File: src/hw/rtl/wps_pkg.sv
// wps_pkg: shared constants, register codes and types of the waveform page statistics unit
// no dependencies; imported by every module of the block

package wps_pkg;

    // default sizing
    localparam int PAGE_MAX_DEFAULT    = 512;
    localparam int SAMPLE_BITS_DEFAULT = 12;

    // configuration register layout
    localparam int CFG_INDEX_BITS   = 1;
    localparam int CFG_DATA_BITS    = 10;
    localparam int PAGE_LENGTH_BITS = 10;
    localparam int STEP_BITS        = 4;

    localparam int PAGE_LENGTH_MIN   = 2;
    localparam int PAGE_LENGTH_RESET = 299;
    localparam int STEP_MIN          = 1;
    localparam int STEP_MAX          = 8;
    localparam int STEP_RESET        = 5;

    // decimation phase runs 0 .. STEP_MAX-1
    localparam int PHASE_BITS = $clog2(STEP_MAX);

    // page records waiting between front and back
    localparam int QUEUE_DEPTH = 2;

    typedef enum logic [CFG_INDEX_BITS-1:0] {
        CFG_PAGE_LENGTH     = 1'b0,
        CFG_DECIMATION_STEP = 1'b1
    } t_cfg_index;

    typedef enum logic [2:0] {
        B_IDLE,
        B_DIV_SUM,
        B_DIV_SQ,
        B_ROOT,
        B_DONE
    } t_back_state;

    typedef struct packed {
        logic take_rec;
        logic load_out;
        logic step_last;
    } t_back_ctrl;

endpackage

File: src/hw/rtl/wps_front.sv
// wps_front: configuration registers, sample acceptance and per-page accumulation
// depends on wps_pkg; feeds finished page records into wps_queue

module wps_front
    import wps_pkg::*;
#(
    parameter int PAGE_MAX    = PAGE_MAX_DEFAULT,
    parameter int SAMPLE_BITS = SAMPLE_BITS_DEFAULT,
    localparam int CW   = $clog2(PAGE_MAX + 1),
    localparam int SUMW = SAMPLE_BITS + CW,
    localparam int SQW  = 2 * SAMPLE_BITS + CW
) (
    input  logic                      i_clk,
    input  logic                      i_rst_n,
    input  logic                      i_cfg_we,
    input  logic [CFG_INDEX_BITS-1:0] i_cfg_index,
    input  logic [CFG_DATA_BITS-1:0]  i_cfg_data,
    input  logic                      i_push,
    input  logic [SAMPLE_BITS-1:0]    i_sample_code,
    output logic                      o_full,
    output logic                      o_q_push,
    input  logic                      i_q_full,
    output logic [SAMPLE_BITS-1:0]    o_rec_min,
    output logic [SAMPLE_BITS-1:0]    o_rec_max,
    output logic [SUMW-1:0]           o_rec_sum,
    output logic [SQW-1:0]            o_rec_sq,
    output logic [CW-1:0]             o_rec_count
);

    logic [PAGE_LENGTH_BITS-1:0] r_page_length;
    logic [STEP_BITS-1:0]        r_step;
    logic [CW-1:0]               r_index;
    logic [PHASE_BITS-1:0]       r_phase;
    logic [SAMPLE_BITS-1:0]      r_min;
    logic [SAMPLE_BITS-1:0]      r_max;
    logic [SUMW-1:0]             r_sum;
    logic [SQW-1:0]              r_sq;
    logic [CW-1:0]               r_count;

    logic [CW-1:0]              eff_len;
    logic [STEP_BITS-1:0]       eff_step;
    logic                       is_last;
    logic                       accept;
    logic                       take;
    logic [2*SAMPLE_BITS-1:0]   square;
    logic [SAMPLE_BITS-1:0]     n_min;
    logic [SAMPLE_BITS-1:0]     n_max;
    logic [SUMW-1:0]            n_sum;
    logic [SQW-1:0]             n_sq;
    logic [CW-1:0]              n_count;
    logic [PHASE_BITS-1:0]      n_phase;
    logic [PHASE_BITS:0]        phase_inc;

    // clamp the registers to their working range
    always_comb begin
        if (r_page_length < PAGE_LENGTH_BITS'(PAGE_LENGTH_MIN)) begin
            eff_len = CW'(PAGE_LENGTH_MIN);
        end else if (32'(r_page_length) > 32'(PAGE_MAX)) begin
            eff_len = CW'(PAGE_MAX);
        end else begin
            eff_len = CW'(r_page_length);
        end
        if (r_step < STEP_BITS'(STEP_MIN)) begin
            eff_step = STEP_BITS'(STEP_MIN);
        end else if (r_step > STEP_BITS'(STEP_MAX)) begin
            eff_step = STEP_BITS'(STEP_MAX);
        end else begin
            eff_step = r_step;
        end
    end

    assign is_last = ({1'b0, r_index} + (CW+1)'(1)) >= {1'b0, eff_len};
    // only the closing sample of a page needs room in the queue
    assign o_full  = is_last && i_q_full;
    assign accept  = i_push && !o_full;
    assign take    = (r_phase == '0);
    assign square  = (2*SAMPLE_BITS)'(i_sample_code) * (2*SAMPLE_BITS)'(i_sample_code);

    always_comb begin
        n_min     = (i_sample_code < r_min) ? i_sample_code : r_min;
        n_max     = (i_sample_code > r_max) ? i_sample_code : r_max;
        n_sum     = take ? r_sum + SUMW'(i_sample_code) : r_sum;
        n_sq      = take ? r_sq + SQW'(square) : r_sq;
        n_count   = take ? r_count + CW'(1) : r_count;
        phase_inc = {1'b0, r_phase} + (PHASE_BITS+1)'(1);
        n_phase   = (STEP_BITS'(phase_inc) >= eff_step) ? '0 : PHASE_BITS'(phase_inc);
    end

    assign o_q_push    = accept && is_last;
    assign o_rec_min   = n_min;
    assign o_rec_max   = n_max;
    assign o_rec_sum   = n_sum;
    assign o_rec_sq    = n_sq;
    assign o_rec_count = n_count;

    always_ff @(posedge i_clk) begin
        if (!i_rst_n) begin
            r_page_length <= PAGE_LENGTH_BITS'(PAGE_LENGTH_RESET);
            r_step        <= STEP_BITS'(STEP_RESET);
            r_index       <= '0;
            r_phase       <= '0;
            r_min         <= '1;
            r_max         <= '0;
            r_sum         <= '0;
            r_sq          <= '0;
            r_count       <= '0;
        end else if (i_cfg_we) begin
            unique case (t_cfg_index'(i_cfg_index))
                CFG_PAGE_LENGTH:     r_page_length <= PAGE_LENGTH_BITS'(i_cfg_data);
                CFG_DECIMATION_STEP: r_step        <= STEP_BITS'(i_cfg_data);
                default:             ;
            endcase
            // any write drops the page in progress
            r_index <= '0;
            r_phase <= '0;
            r_min   <= '1;
            r_max   <= '0;
            r_sum   <= '0;
            r_sq    <= '0;
            r_count <= '0;
        end else if (accept) begin
            if (is_last) begin
                r_index <= '0;
                r_phase <= '0;
                r_min   <= '1;
                r_max   <= '0;
                r_sum   <= '0;
                r_sq    <= '0;
                r_count <= '0;
            end else begin
                r_index <= r_index + CW'(1);
                r_phase <= n_phase;
                r_min   <= n_min;
                r_max   <= n_max;
                r_sum   <= n_sum;
                r_sq    <= n_sq;
                r_count <= n_count;
            end
        end
    end

endmodule

File: src/hw/rtl/wps_queue.sv
// wps_queue: short first-in first-out store of finished page records
// depends on wps_pkg for its default depth

module wps_queue
    import wps_pkg::*;
#(
    parameter int WIDTH = 8,
    parameter int DEPTH = QUEUE_DEPTH,
    localparam int PTR_W = $clog2(DEPTH),
    localparam int CNT_W = $clog2(DEPTH + 1)
) (
    input  logic             i_clk,
    input  logic             i_rst_n,
    input  logic             i_push,
    input  logic [WIDTH-1:0] i_data,
    output logic             o_full,
    input  logic             i_pop,
    output logic [WIDTH-1:0] o_data,
    output logic             o_empty
);

    logic [WIDTH-1:0] r_mem [DEPTH];
    logic [PTR_W-1:0] r_wr_ptr;
    logic [PTR_W-1:0] r_rd_ptr;
    logic [CNT_W-1:0] r_count;
    logic             do_push;
    logic             do_pop;

    assign o_full  = (r_count == CNT_W'(DEPTH));
    assign o_empty = (r_count == '0);
    assign do_push = i_push && !o_full;
    assign do_pop  = i_pop && !o_empty;
    assign o_data  = r_mem[r_rd_ptr];

    always_ff @(posedge i_clk) begin
        if (do_push) begin
            r_mem[r_wr_ptr] <= i_data;
        end
    end

    always_ff @(posedge i_clk) begin
        if (!i_rst_n) begin
            r_wr_ptr <= '0;
            r_rd_ptr <= '0;
            r_count  <= '0;
        end else begin
            if (do_push) begin
                r_wr_ptr <= (r_wr_ptr == PTR_W'(DEPTH - 1)) ? '0 : r_wr_ptr + PTR_W'(1);
            end
            if (do_pop) begin
                r_rd_ptr <= (r_rd_ptr == PTR_W'(DEPTH - 1)) ? '0 : r_rd_ptr + PTR_W'(1);
            end
            if (do_push && !do_pop) begin
                r_count <= r_count + CNT_W'(1);
            end else if (do_pop && !do_push) begin
                r_count <= r_count - CNT_W'(1);
            end
        end
    end

endmodule

File: src/hw/rtl/wps_back.sv
// wps_back: per-page divide and square root sequencer with the result register
// depends on wps_pkg; takes records from wps_queue

module wps_back
    import wps_pkg::*;
#(
    parameter int PAGE_MAX    = PAGE_MAX_DEFAULT,
    parameter int SAMPLE_BITS = SAMPLE_BITS_DEFAULT,
    localparam int CW    = $clog2(PAGE_MAX + 1),
    localparam int SUMW  = SAMPLE_BITS + CW,
    localparam int SQW   = 2 * SAMPLE_BITS + CW,
    localparam int STP_W = $clog2(SQW)
) (
    input  logic                   i_clk,
    input  logic                   i_rst_n,
    input  logic                   i_q_empty,
    output logic                   o_q_pop,
    input  logic [SAMPLE_BITS-1:0] i_rec_min,
    input  logic [SAMPLE_BITS-1:0] i_rec_max,
    input  logic [SUMW-1:0]        i_rec_sum,
    input  logic [SQW-1:0]         i_rec_sq,
    input  logic [CW-1:0]          i_rec_count,
    input  logic                   i_pop,
    output logic                   o_empty,
    output logic [SAMPLE_BITS-1:0] o_min_code,
    output logic [SAMPLE_BITS-1:0] o_max_code,
    output logic [SAMPLE_BITS-1:0] o_mean_code,
    output logic [SAMPLE_BITS-1:0] o_rms_code
);

    t_back_state r_state;
    t_back_state n_state;
    t_back_ctrl  ctrl;

    logic [STP_W-1:0]         r_step;
    logic [CW-1:0]            r_divisor;
    logic [CW-1:0]            r_rem;
    logic [SQW-1:0]           r_dvd;
    logic [SQW-1:0]           r_sq_hold;
    logic [SAMPLE_BITS-1:0]   r_min;
    logic [SAMPLE_BITS-1:0]   r_max;
    logic [SAMPLE_BITS-1:0]   r_mean;
    logic [2*SAMPLE_BITS-1:0] r_rad;
    logic [SAMPLE_BITS:0]     r_sqrem;
    logic [SAMPLE_BITS-1:0]   r_root;
    logic                     r_out_valid;
    logic [SAMPLE_BITS-1:0]   r_out_min;
    logic [SAMPLE_BITS-1:0]   r_out_max;
    logic [SAMPLE_BITS-1:0]   r_out_mean;
    logic [SAMPLE_BITS-1:0]   r_out_rms;

    // one restoring divide step
    logic [CW:0]              div_cand;
    logic                     div_ge;
    logic [CW:0]              div_diff;
    logic [CW-1:0]            n_rem;
    logic [SQW-1:0]           n_dvd;
    // one digit of the square root
    logic [SAMPLE_BITS+1:0]   rt_cand;
    logic [SAMPLE_BITS+1:0]   rt_trial;
    logic                     rt_ge;
    logic [SAMPLE_BITS+1:0]   rt_diff;
    logic [SAMPLE_BITS:0]     n_sqrem;
    logic [SAMPLE_BITS-1:0]   n_root;

    always_comb begin
        div_cand = {r_rem, r_dvd[SQW-1]};
        div_ge   = div_cand >= {1'b0, r_divisor};
        div_diff = div_cand - {1'b0, r_divisor};
        n_rem    = div_ge ? div_diff[CW-1:0] : div_cand[CW-1:0];
        n_dvd    = {r_dvd[SQW-2:0], div_ge};
    end

    always_comb begin
        rt_cand  = {r_sqrem[SAMPLE_BITS-1:0], r_rad[2*SAMPLE_BITS-1 -: 2]};
        rt_trial = {r_root, 2'b01};
        rt_ge    = rt_cand >= rt_trial;
        rt_diff  = rt_cand - rt_trial;
        n_sqrem  = rt_ge ? rt_diff[SAMPLE_BITS:0] : rt_cand[SAMPLE_BITS:0];
        n_root   = {r_root[SAMPLE_BITS-2:0], rt_ge};
    end

    // control outputs
    always_comb begin
        ctrl = '0;
        unique case (r_state)
            B_IDLE:    ctrl.take_rec  = !i_q_empty;
            B_DIV_SUM: ctrl.step_last = (r_step == STP_W'(SUMW - 1));
            B_DIV_SQ:  ctrl.step_last = (r_step == STP_W'(SQW - 1));
            B_ROOT:    ctrl.step_last = (r_step == STP_W'(SAMPLE_BITS - 1));
            B_DONE:    ctrl.load_out  = !r_out_valid || i_pop;
            default:   ctrl = '0;
        endcase
    end

    // next state
    always_comb begin
        n_state = r_state;
        unique case (r_state)
            B_IDLE:    if (ctrl.take_rec)  n_state = B_DIV_SUM;
            B_DIV_SUM: if (ctrl.step_last) n_state = B_DIV_SQ;
            B_DIV_SQ:  if (ctrl.step_last) n_state = B_ROOT;
            B_ROOT:    if (ctrl.step_last) n_state = B_DONE;
            B_DONE:    if (ctrl.load_out)  n_state = B_IDLE;
            default:   n_state = B_IDLE;
        endcase
    end

    assign o_q_pop = ctrl.take_rec;

    always_ff @(posedge i_clk) begin
        if (!i_rst_n) begin
            r_state     <= B_IDLE;
            r_out_valid <= 1'b0;
        end else begin
            r_state <= n_state;
            if (ctrl.load_out) begin
                r_out_valid <= 1'b1;
            end else if (i_pop) begin
                r_out_valid <= 1'b0;
            end
        end
    end

    always_ff @(posedge i_clk) begin
        unique case (r_state)
            B_IDLE: begin
                r_min     <= i_rec_min;
                r_max     <= i_rec_max;
                r_divisor <= i_rec_count;
                r_sq_hold <= i_rec_sq;
                r_dvd     <= {i_rec_sum, {(SQW-SUMW){1'b0}}};
                r_rem     <= '0;
                r_step    <= '0;
            end
            B_DIV_SUM: begin
                if (ctrl.step_last) begin
                    r_mean <= n_dvd[SAMPLE_BITS-1:0];
                    r_dvd  <= r_sq_hold;
                    r_rem  <= '0;
                    r_step <= '0;
                end else begin
                    r_dvd  <= n_dvd;
                    r_rem  <= n_rem;
                    r_step <= r_step + STP_W'(1);
                end
            end
            B_DIV_SQ: begin
                if (ctrl.step_last) begin
                    r_rad   <= n_dvd[2*SAMPLE_BITS-1:0];
                    r_sqrem <= '0;
                    r_root  <= '0;
                    r_step  <= '0;
                end else begin
                    r_dvd  <= n_dvd;
                    r_rem  <= n_rem;
                    r_step <= r_step + STP_W'(1);
                end
            end
            B_ROOT: begin
                r_rad   <= {r_rad[2*SAMPLE_BITS-3:0], 2'b00};
                r_sqrem <= n_sqrem;
                r_root  <= n_root;
                r_step  <= r_step + STP_W'(1);
            end
            B_DONE: begin
                if (ctrl.load_out) begin
                    r_out_min  <= r_min;
                    r_out_max  <= r_max;
                    r_out_mean <= r_mean;
                    r_out_rms  <= r_root;
                end
            end
            default: ;
        endcase
    end

    assign o_empty     = !r_out_valid;
    assign o_min_code  = r_out_min;
    assign o_max_code  = r_out_max;
    assign o_mean_code = r_out_mean;
    assign o_rms_code  = r_out_rms;

endmodule

File: src/hw/rtl/waveform_page_statistics_unit.sv
// waveform_page_statistics_unit: top level of the per-page min/max/mean/rms block
// depends on wps_pkg, wps_front, wps_queue and wps_back
//
// usage
//   samples come in through a queue-style port: a transfer happens on a clock edge with
//   push high and full low, one sample per cycle at most
//   results leave through a queue-style port: the oldest result sits on o_*_code while
//   empty is low and is transferred on an edge with pop high and empty low
//   one result per page: min and max over every sample, floor mean and floor root of the
//   floor mean square over the first sample and every decimation_step-th one after it
//   page_length (index 0) and decimation_step (index 1) are written through i_cfg_*;
//   each write throws away the page in progress, write only while the block is idle
// timing
//   the front takes one sample every cycle while full is low; the closing sample of a page
//   pushes a record into a two-deep queue
//   the back takes each record through its states idle, sum divide, square-sum divide,
//   root and done, using a shared bit-serial divider and a root unit, and loads the result
//   register once the previous result has been popped; it takes no new record until then
//   full rises only on a page's closing sample while two records wait, i.e. when pages
//   come faster than the back finishes them or results are not popped
// reset
//   synchronous, active low: registers return to 299 and 5, the page and queue are cleared
//   and the result register is emptied; while pop stays low the result holds and the back waits

module waveform_page_statistics_unit
    import wps_pkg::*;
#(
    parameter int PAGE_MAX    = PAGE_MAX_DEFAULT,
    parameter int SAMPLE_BITS = SAMPLE_BITS_DEFAULT
) (
    input  logic                      i_clk,
    input  logic                      i_rst_n,
    input  logic                      i_cfg_we,
    input  logic [CFG_INDEX_BITS-1:0] i_cfg_index,
    input  logic [CFG_DATA_BITS-1:0]  i_cfg_data,
    input  logic                      push,
    output logic                      full,
    input  logic [SAMPLE_BITS-1:0]    i_sample_code,
    output logic                      empty,
    input  logic                      pop,
    output logic [SAMPLE_BITS-1:0]    o_min_code,
    output logic [SAMPLE_BITS-1:0]    o_max_code,
    output logic [SAMPLE_BITS-1:0]    o_mean_code,
    output logic [SAMPLE_BITS-1:0]    o_rms_code
);

    localparam int CW    = $clog2(PAGE_MAX + 1);
    localparam int SUMW  = SAMPLE_BITS + CW;
    localparam int SQW   = 2 * SAMPLE_BITS + CW;
    localparam int REC_W = 2 * SAMPLE_BITS + SUMW + SQW + CW;

    // record handed from front to back
    logic                   q_push;
    logic                   q_full;
    logic                   q_pop;
    logic                   q_empty;
    logic [REC_W-1:0]       q_wr_data;
    logic [REC_W-1:0]       q_rd_data;
    logic [SAMPLE_BITS-1:0] fr_min;
    logic [SAMPLE_BITS-1:0] fr_max;
    logic [SUMW-1:0]        fr_sum;
    logic [SQW-1:0]         fr_sq;
    logic [CW-1:0]          fr_count;
    logic [SAMPLE_BITS-1:0] bk_min;
    logic [SAMPLE_BITS-1:0] bk_max;
    logic [SUMW-1:0]        bk_sum;
    logic [SQW-1:0]         bk_sq;
    logic [CW-1:0]          bk_count;

    wps_front #(
        .PAGE_MAX    (PAGE_MAX),
        .SAMPLE_BITS (SAMPLE_BITS)
    ) u_front (
        .i_clk         (i_clk),
        .i_rst_n       (i_rst_n),
        .i_cfg_we      (i_cfg_we),
        .i_cfg_index   (i_cfg_index),
        .i_cfg_data    (i_cfg_data),
        .i_push        (push),
        .i_sample_code (i_sample_code),
        .o_full        (full),
        .o_q_push      (q_push),
        .i_q_full      (q_full),
        .o_rec_min     (fr_min),
        .o_rec_max     (fr_max),
        .o_rec_sum     (fr_sum),
        .o_rec_sq      (fr_sq),
        .o_rec_count   (fr_count)
    );

    // pack the record: min, max, sum, square sum, count
    assign q_wr_data = {fr_min, fr_max, fr_sum, fr_sq, fr_count};

    wps_queue #(
        .WIDTH (REC_W),
        .DEPTH (QUEUE_DEPTH)
    ) u_queue (
        .i_clk   (i_clk),
        .i_rst_n (i_rst_n),
        .i_push  (q_push),
        .i_data  (q_wr_data),
        .o_full  (q_full),
        .i_pop   (q_pop),
        .o_data  (q_rd_data),
        .o_empty (q_empty)
    );

    assign {bk_min, bk_max, bk_sum, bk_sq, bk_count} = q_rd_data;

    wps_back #(
        .PAGE_MAX    (PAGE_MAX),
        .SAMPLE_BITS (SAMPLE_BITS)
    ) u_back (
        .i_clk       (i_clk),
        .i_rst_n     (i_rst_n),
        .i_q_empty   (q_empty),
        .o_q_pop     (q_pop),
        .i_rec_min   (bk_min),
        .i_rec_max   (bk_max),
        .i_rec_sum   (bk_sum),
        .i_rec_sq    (bk_sq),
        .i_rec_count (bk_count),
        .i_pop       (pop),
        .o_empty     (empty),
        .o_min_code  (o_min_code),
        .o_max_code  (o_max_code),
        .o_mean_code (o_mean_code),
        .o_rms_code  (o_rms_code)
    );

endmodule

File: config.mk
export PLATFORM = sky130hd
export DESIGN_NAME = waveform_page_statistics_unit
export DESIGN_NICKNAME = d
export VERILOG_FILES = /design/src/hw/rtl/wps_pkg.sv /design/src/hw/rtl/wps_front.sv /design/src/hw/rtl/wps_queue.sv /design/src/hw/rtl/wps_back.sv /design/src/hw/rtl/waveform_page_statistics_unit.sv
export SDC_FILE = /design/constraint.sdc
export NUM_CORES = 1
export LEC_CHECK = 0
export BUFFER_PORTS_ARGS = -buffer_cell sky130_fd_sc_hd__buf_2
export CORE_MARGIN = 1.5
export CORE_UTILIZATION = 50
export CTS_BUF_LIST = sky130_fd_sc_hd__clkbuf_16
export DETAILED_ROUTE_END_ITERATION = 10
export GPL_ROUTABILITY_DRIVEN = 0
export PLACE_DENSITY_LB_ADDON = 0.12
export SETUP_SLACK_MARGIN = 0.02
export SLEW_MARGIN = 15
export SYNTH_ARGS = -nofsm -noshare
export SYNTH_HDL_FRONTEND = slang
export SYNTH_SLANG_ARGS = --single-unit
export TNS_END_PERCENT = 5
File: constraint.sdc
create_clock -name i_clk -period 9.8 [get_ports i_clk]
set_input_delay 1.96 -clock i_clk [delete_from_list [all_inputs] [get_ports i_clk]]
set_output_delay 1.96 -clock i_clk [all_outputs]
set_load 0.05 [all_outputs]
==> results_dict.tcl <==
set metrics [dict create \
    run_status "complete, no violations" \
    route.detailed.vias_per_inst 5.41 \
    post-synth-top-area-fraction 0.440 \
    wl_um 56900 \
    pin_count 78 \
    post_layout_util 0.557 \
    synth-edff-count 406 \
    fp.coreArea_mm2 0.0550 \
    ys_seq_elements 532 \
    worstPathMaxFanout 19 \
    drtPass1Iterations 5 \
    drv_slew 0 \
    cts-hold-fix-buffers 0 \
    synth_commonest_cells "406 x sky130_fd_sc_hd__edfxtp_1, 291 x sky130_fd_sc_hd__nand2_1, 249 x sky130_fd_sc_hd__inv_1" \
    num-fill-cells 4667 \
    report.final.hold_viol_count 0 \
    dieWidth_um 238 \
    port_buffers 77 \
    synth_sequential_area_ratio 0.531 \
    synth-async-reset-ratio 0 \
    route.detailed.wl_per_inst_um 17.5 \
    finalCriticalPeriod_ns 7.41 \
    worst_setup_path_start_kind "primary input" \
    first_global_vias 17816 \
    cts_resized 0 \
    setup_viol_count_final 0 \
    clock_tree.htree_level_count 2 \
    dieArea_mm2 0.0568 \
    globalRouteTotalUtil 0.205 \
    timing_worst_slew_pin_value_ns 1.04 \
    path_delay_family "adder cells" \
    max-vdd-ir-drop_mv 0.227 \
    max_stage_delay_ns 0.52 \
    grt_first_pass_wirelength_um 92700 \
    dr_total_vias 17631 \
    fp.dieH_um 238 \
    drtAntennaViolNets 0 \
    dr.first_iter.drc_count 1049 \
    cp_num_buf_inv 6 \
    synth_cell_types 81 \
    tritoncts "done" \
    rows 86 \
    most_common_cell_in_the_synthesized_netlist "sky130_fd_sc_hd__edfxtp_1" \
    max_freq_mhz 135 \
    largest_cells_by_area_after_synthesis "sky130_fd_sc_hd__edfxtp_1 44%, sky130_fd_sc_hd__dfxtp_1 9.1%, sky130_fd_sc_hd__fa_1 7.4%" \
    fin_nets 2734 \
    drc 0 \
    final_layout_size_suffix_gt1_frac 0.114 \
    synthToLayoutAreaGrowth_pct 10.6 \
    clk_path_buf_depth 3 \
    postSynthNetCount 2678 \
    cts.sinks 532 \
    kind_of_capture_point_of_the_worst_setup_path "flip-flop" \
    grt_start_max_net_pins 64 \
    syn_area_mm2 0.0277 \
    antenna_diode_instance_count 0 \
    cpMaxStageDelayCell "sky130_fd_sc_hd__fa_1" \
    critPathRequiredTime_ns 10.15 \
    path_cells "buf_2, nand2_1, inv_1, fa_1, fa_1, inv_1, fa_1, inv_1, fa_1, inv_1, fa_1, inv_1, ha_1, a21oi_1, o21ai_0, nand4_1, a32oi_2, a221oi_2, o21ba_1, nor2_1, xor2_1" \
    synth_cells 2405 \
    grt_antenna_before_repair 1 \
    synth_flop_cell "sky130_fd_sc_hd__edfxtp_1" \
    totalNegativeSetupSlack_ns 0 \
    yosysWarnings 0 \
    clock_insertion_delay_worst_skew_ns 0.62 \
    initial_core_util 0.504 \
    cts_inserted_buffers 56 \
    maxCapViolCount 0 \
    slew_headroom 0.308 \
    dp_hpwl_um 38300 \
    timing_worst_setup_path_type "in -> reg" \
    post_synthesis_cell_type_with_the_largest_combined_area "sky130_fd_sc_hd__edfxtp_1" \
    holdCritPathClass "reg -> reg" \
    cp.arrival_ns 7.75 \
    cts_setup_buffers 0 \
    setup_repair_after_global_routing_missed_its_margin "false" \
    worst_clock_skew_ns 0.0279 \
    cts.root.buffer_cell "sky130_fd_sc_hd__clkbuf_16" \
    gr-total-overflow 0 \
    clk_pin_slew_ns 0.06 \
    post_synth.cell_area_avg_um2 11.5 \
    power.density_mw_per_mm2 258 \
    power.static_leakage_nw 12.5 \
    fin_crit_sh 0.756 \
]
## registers in the layout, indices dropped and copies added, names as in the netlist, 22 cells and up, named ones only
register,count
u_queue.r_mem,180
u_back.r_rad,24
u_front.r_sum,22
u_front.r_sq,34
u_back.r_dvd,34
u_back.r_sq_hold,34
## area by class of cell
type	instances	area [µm²]	share of cell area
flip-flops and latches	532	14700	0.480
multi-input cells	1521	11700	0.381
inverters	251	942	0.0308
repair buffers	99	551	0.0180
clock inverters	49	387	0.0126
well taps	748	936	0.0305
clock buffers	57	1430	0.0466
## logic make-up after synthesis
kind of cell | after synthesis | synth area share
buf+inv | 352 | 0.0498
flops | 532 | 0.531
simple gates | 654 | 0.107
fa+ha+maj | 245 | 0.138
xor+xnor | 95 | 0.0300
compound gates | 431 | 0.106
mux | 96 | 0.0378
## layer usage
| metal | global-route usage | part of all wire | up-vias |
|---|---|---|---|
| li1 | - | - | 8571 |
| met2 | 0.332 | 0.46 | 318 |
| met5 | 0 | 0 | - |
| met1 | 0.283 | 0.47 | 8652 |
| met4 | 0.0669 | 0.028 | 0 |
| met3 | 0.0320 | 0.045 | 90 |
## per-stage QoR
step | instances | worst slack (ns) | hold slack, ns | area [µm²] | total power [mW]
2_1_floorplan | 2405 | 0.936 | 0.400 | 27700 | 5.11
3_3_place_gp | 3151 | 1.88 | 0.400 | 28800 | 5.79
3_5_place_dp | 3151 | 1.80 | 0.405 | 28800 | 5.87
4_1_cts | 3257 | 2.44 | 0.414 | 30600 | 7.97
5_1_grt | 3257 | 2.11 | 0.424 | 30600 | 8.46
6_report | 3257 | 2.39 | 0.414 | 30600 | 7.91
## worst paths after layout
check / from / to / slack [ns] / depth (start not counted)
max reg2reg: u_front.r_sq[10]$_SDFFE_PP0P_ / u_queue.r_mem[0][43]$_DFFE_PP_ / 4.51 / 17
max: i_sample_code[3] / u_queue.r_mem[0][43]$_DFFE_PP_ / 2.39 / 21
min reg2reg: u_back.r_min[3]$_DFFE_PP_ / u_back.o_min_code[3]$_DFFE_PP_ / 0.41 / 0
min: u_back.r_min[3]$_DFFE_PP_ / u_back.o_min_code[3]$_DFFE_PP_ / 0.41 / 0
## layout by cell type (no fill, tap or decap), types with 12 or more instances in the layout
master                      count
sky130_fd_sc_hd__mux2i_1       26
sky130_fd_sc_hd__ha_1         143
sky130_fd_sc_hd__nor2_1       152
sky130_fd_sc_hd__edfxtp_1     406
sky130_fd_sc_hd__buf_2         77
sky130_fd_sc_hd__a31oi_1       16
sky130_fd_sc_hd__nand3_1       51
sky130_fd_sc_hd__mux2_2        70
sky130_fd_sc_hd__o21ai_0       95
sky130_fd_sc_hd__and2_1        45
sky130_fd_sc_hd__buf_4         22
sky130_fd_sc_hd__and3_1        12
sky130_fd_sc_hd__nor3_1        13
sky130_fd_sc_hd__nand4_1       14
sky130_fd_sc_hd__clkinv_1      12
sky130_fd_sc_hd__inv_1        264
sky130_fd_sc_hd__fa_1         102
sky130_fd_sc_hd__a22oi_1       25
sky130_fd_sc_hd__xor2_1        38
sky130_fd_sc_hd__a21o_1        37
sky130_fd_sc_hd__a221o_1       34
sky130_fd_sc_hd__xnor2_1       57
sky130_fd_sc_hd__o21ai_1       30
sky130_fd_sc_hd__a21oi_1       71
sky130_fd_sc_hd__nor2b_1       14
sky130_fd_sc_hd__a22o_1        31
sky130_fd_sc_hd__a211oi_1      13
sky130_fd_sc_hd__clkbuf_16     57
sky130_fd_sc_hd__dfxtp_1      125
sky130_fd_sc_hd__nand2_1      291
## report_power, final
group | switching, mW | leakage (nW) | internal, mW
logic | 1.77 | 6.58 | 1.07
registers | 0.132 | 4.98 | 2.87
clock network | 0.876 | 0.940 | 1.19
Power figures use the tool's default switching activity.
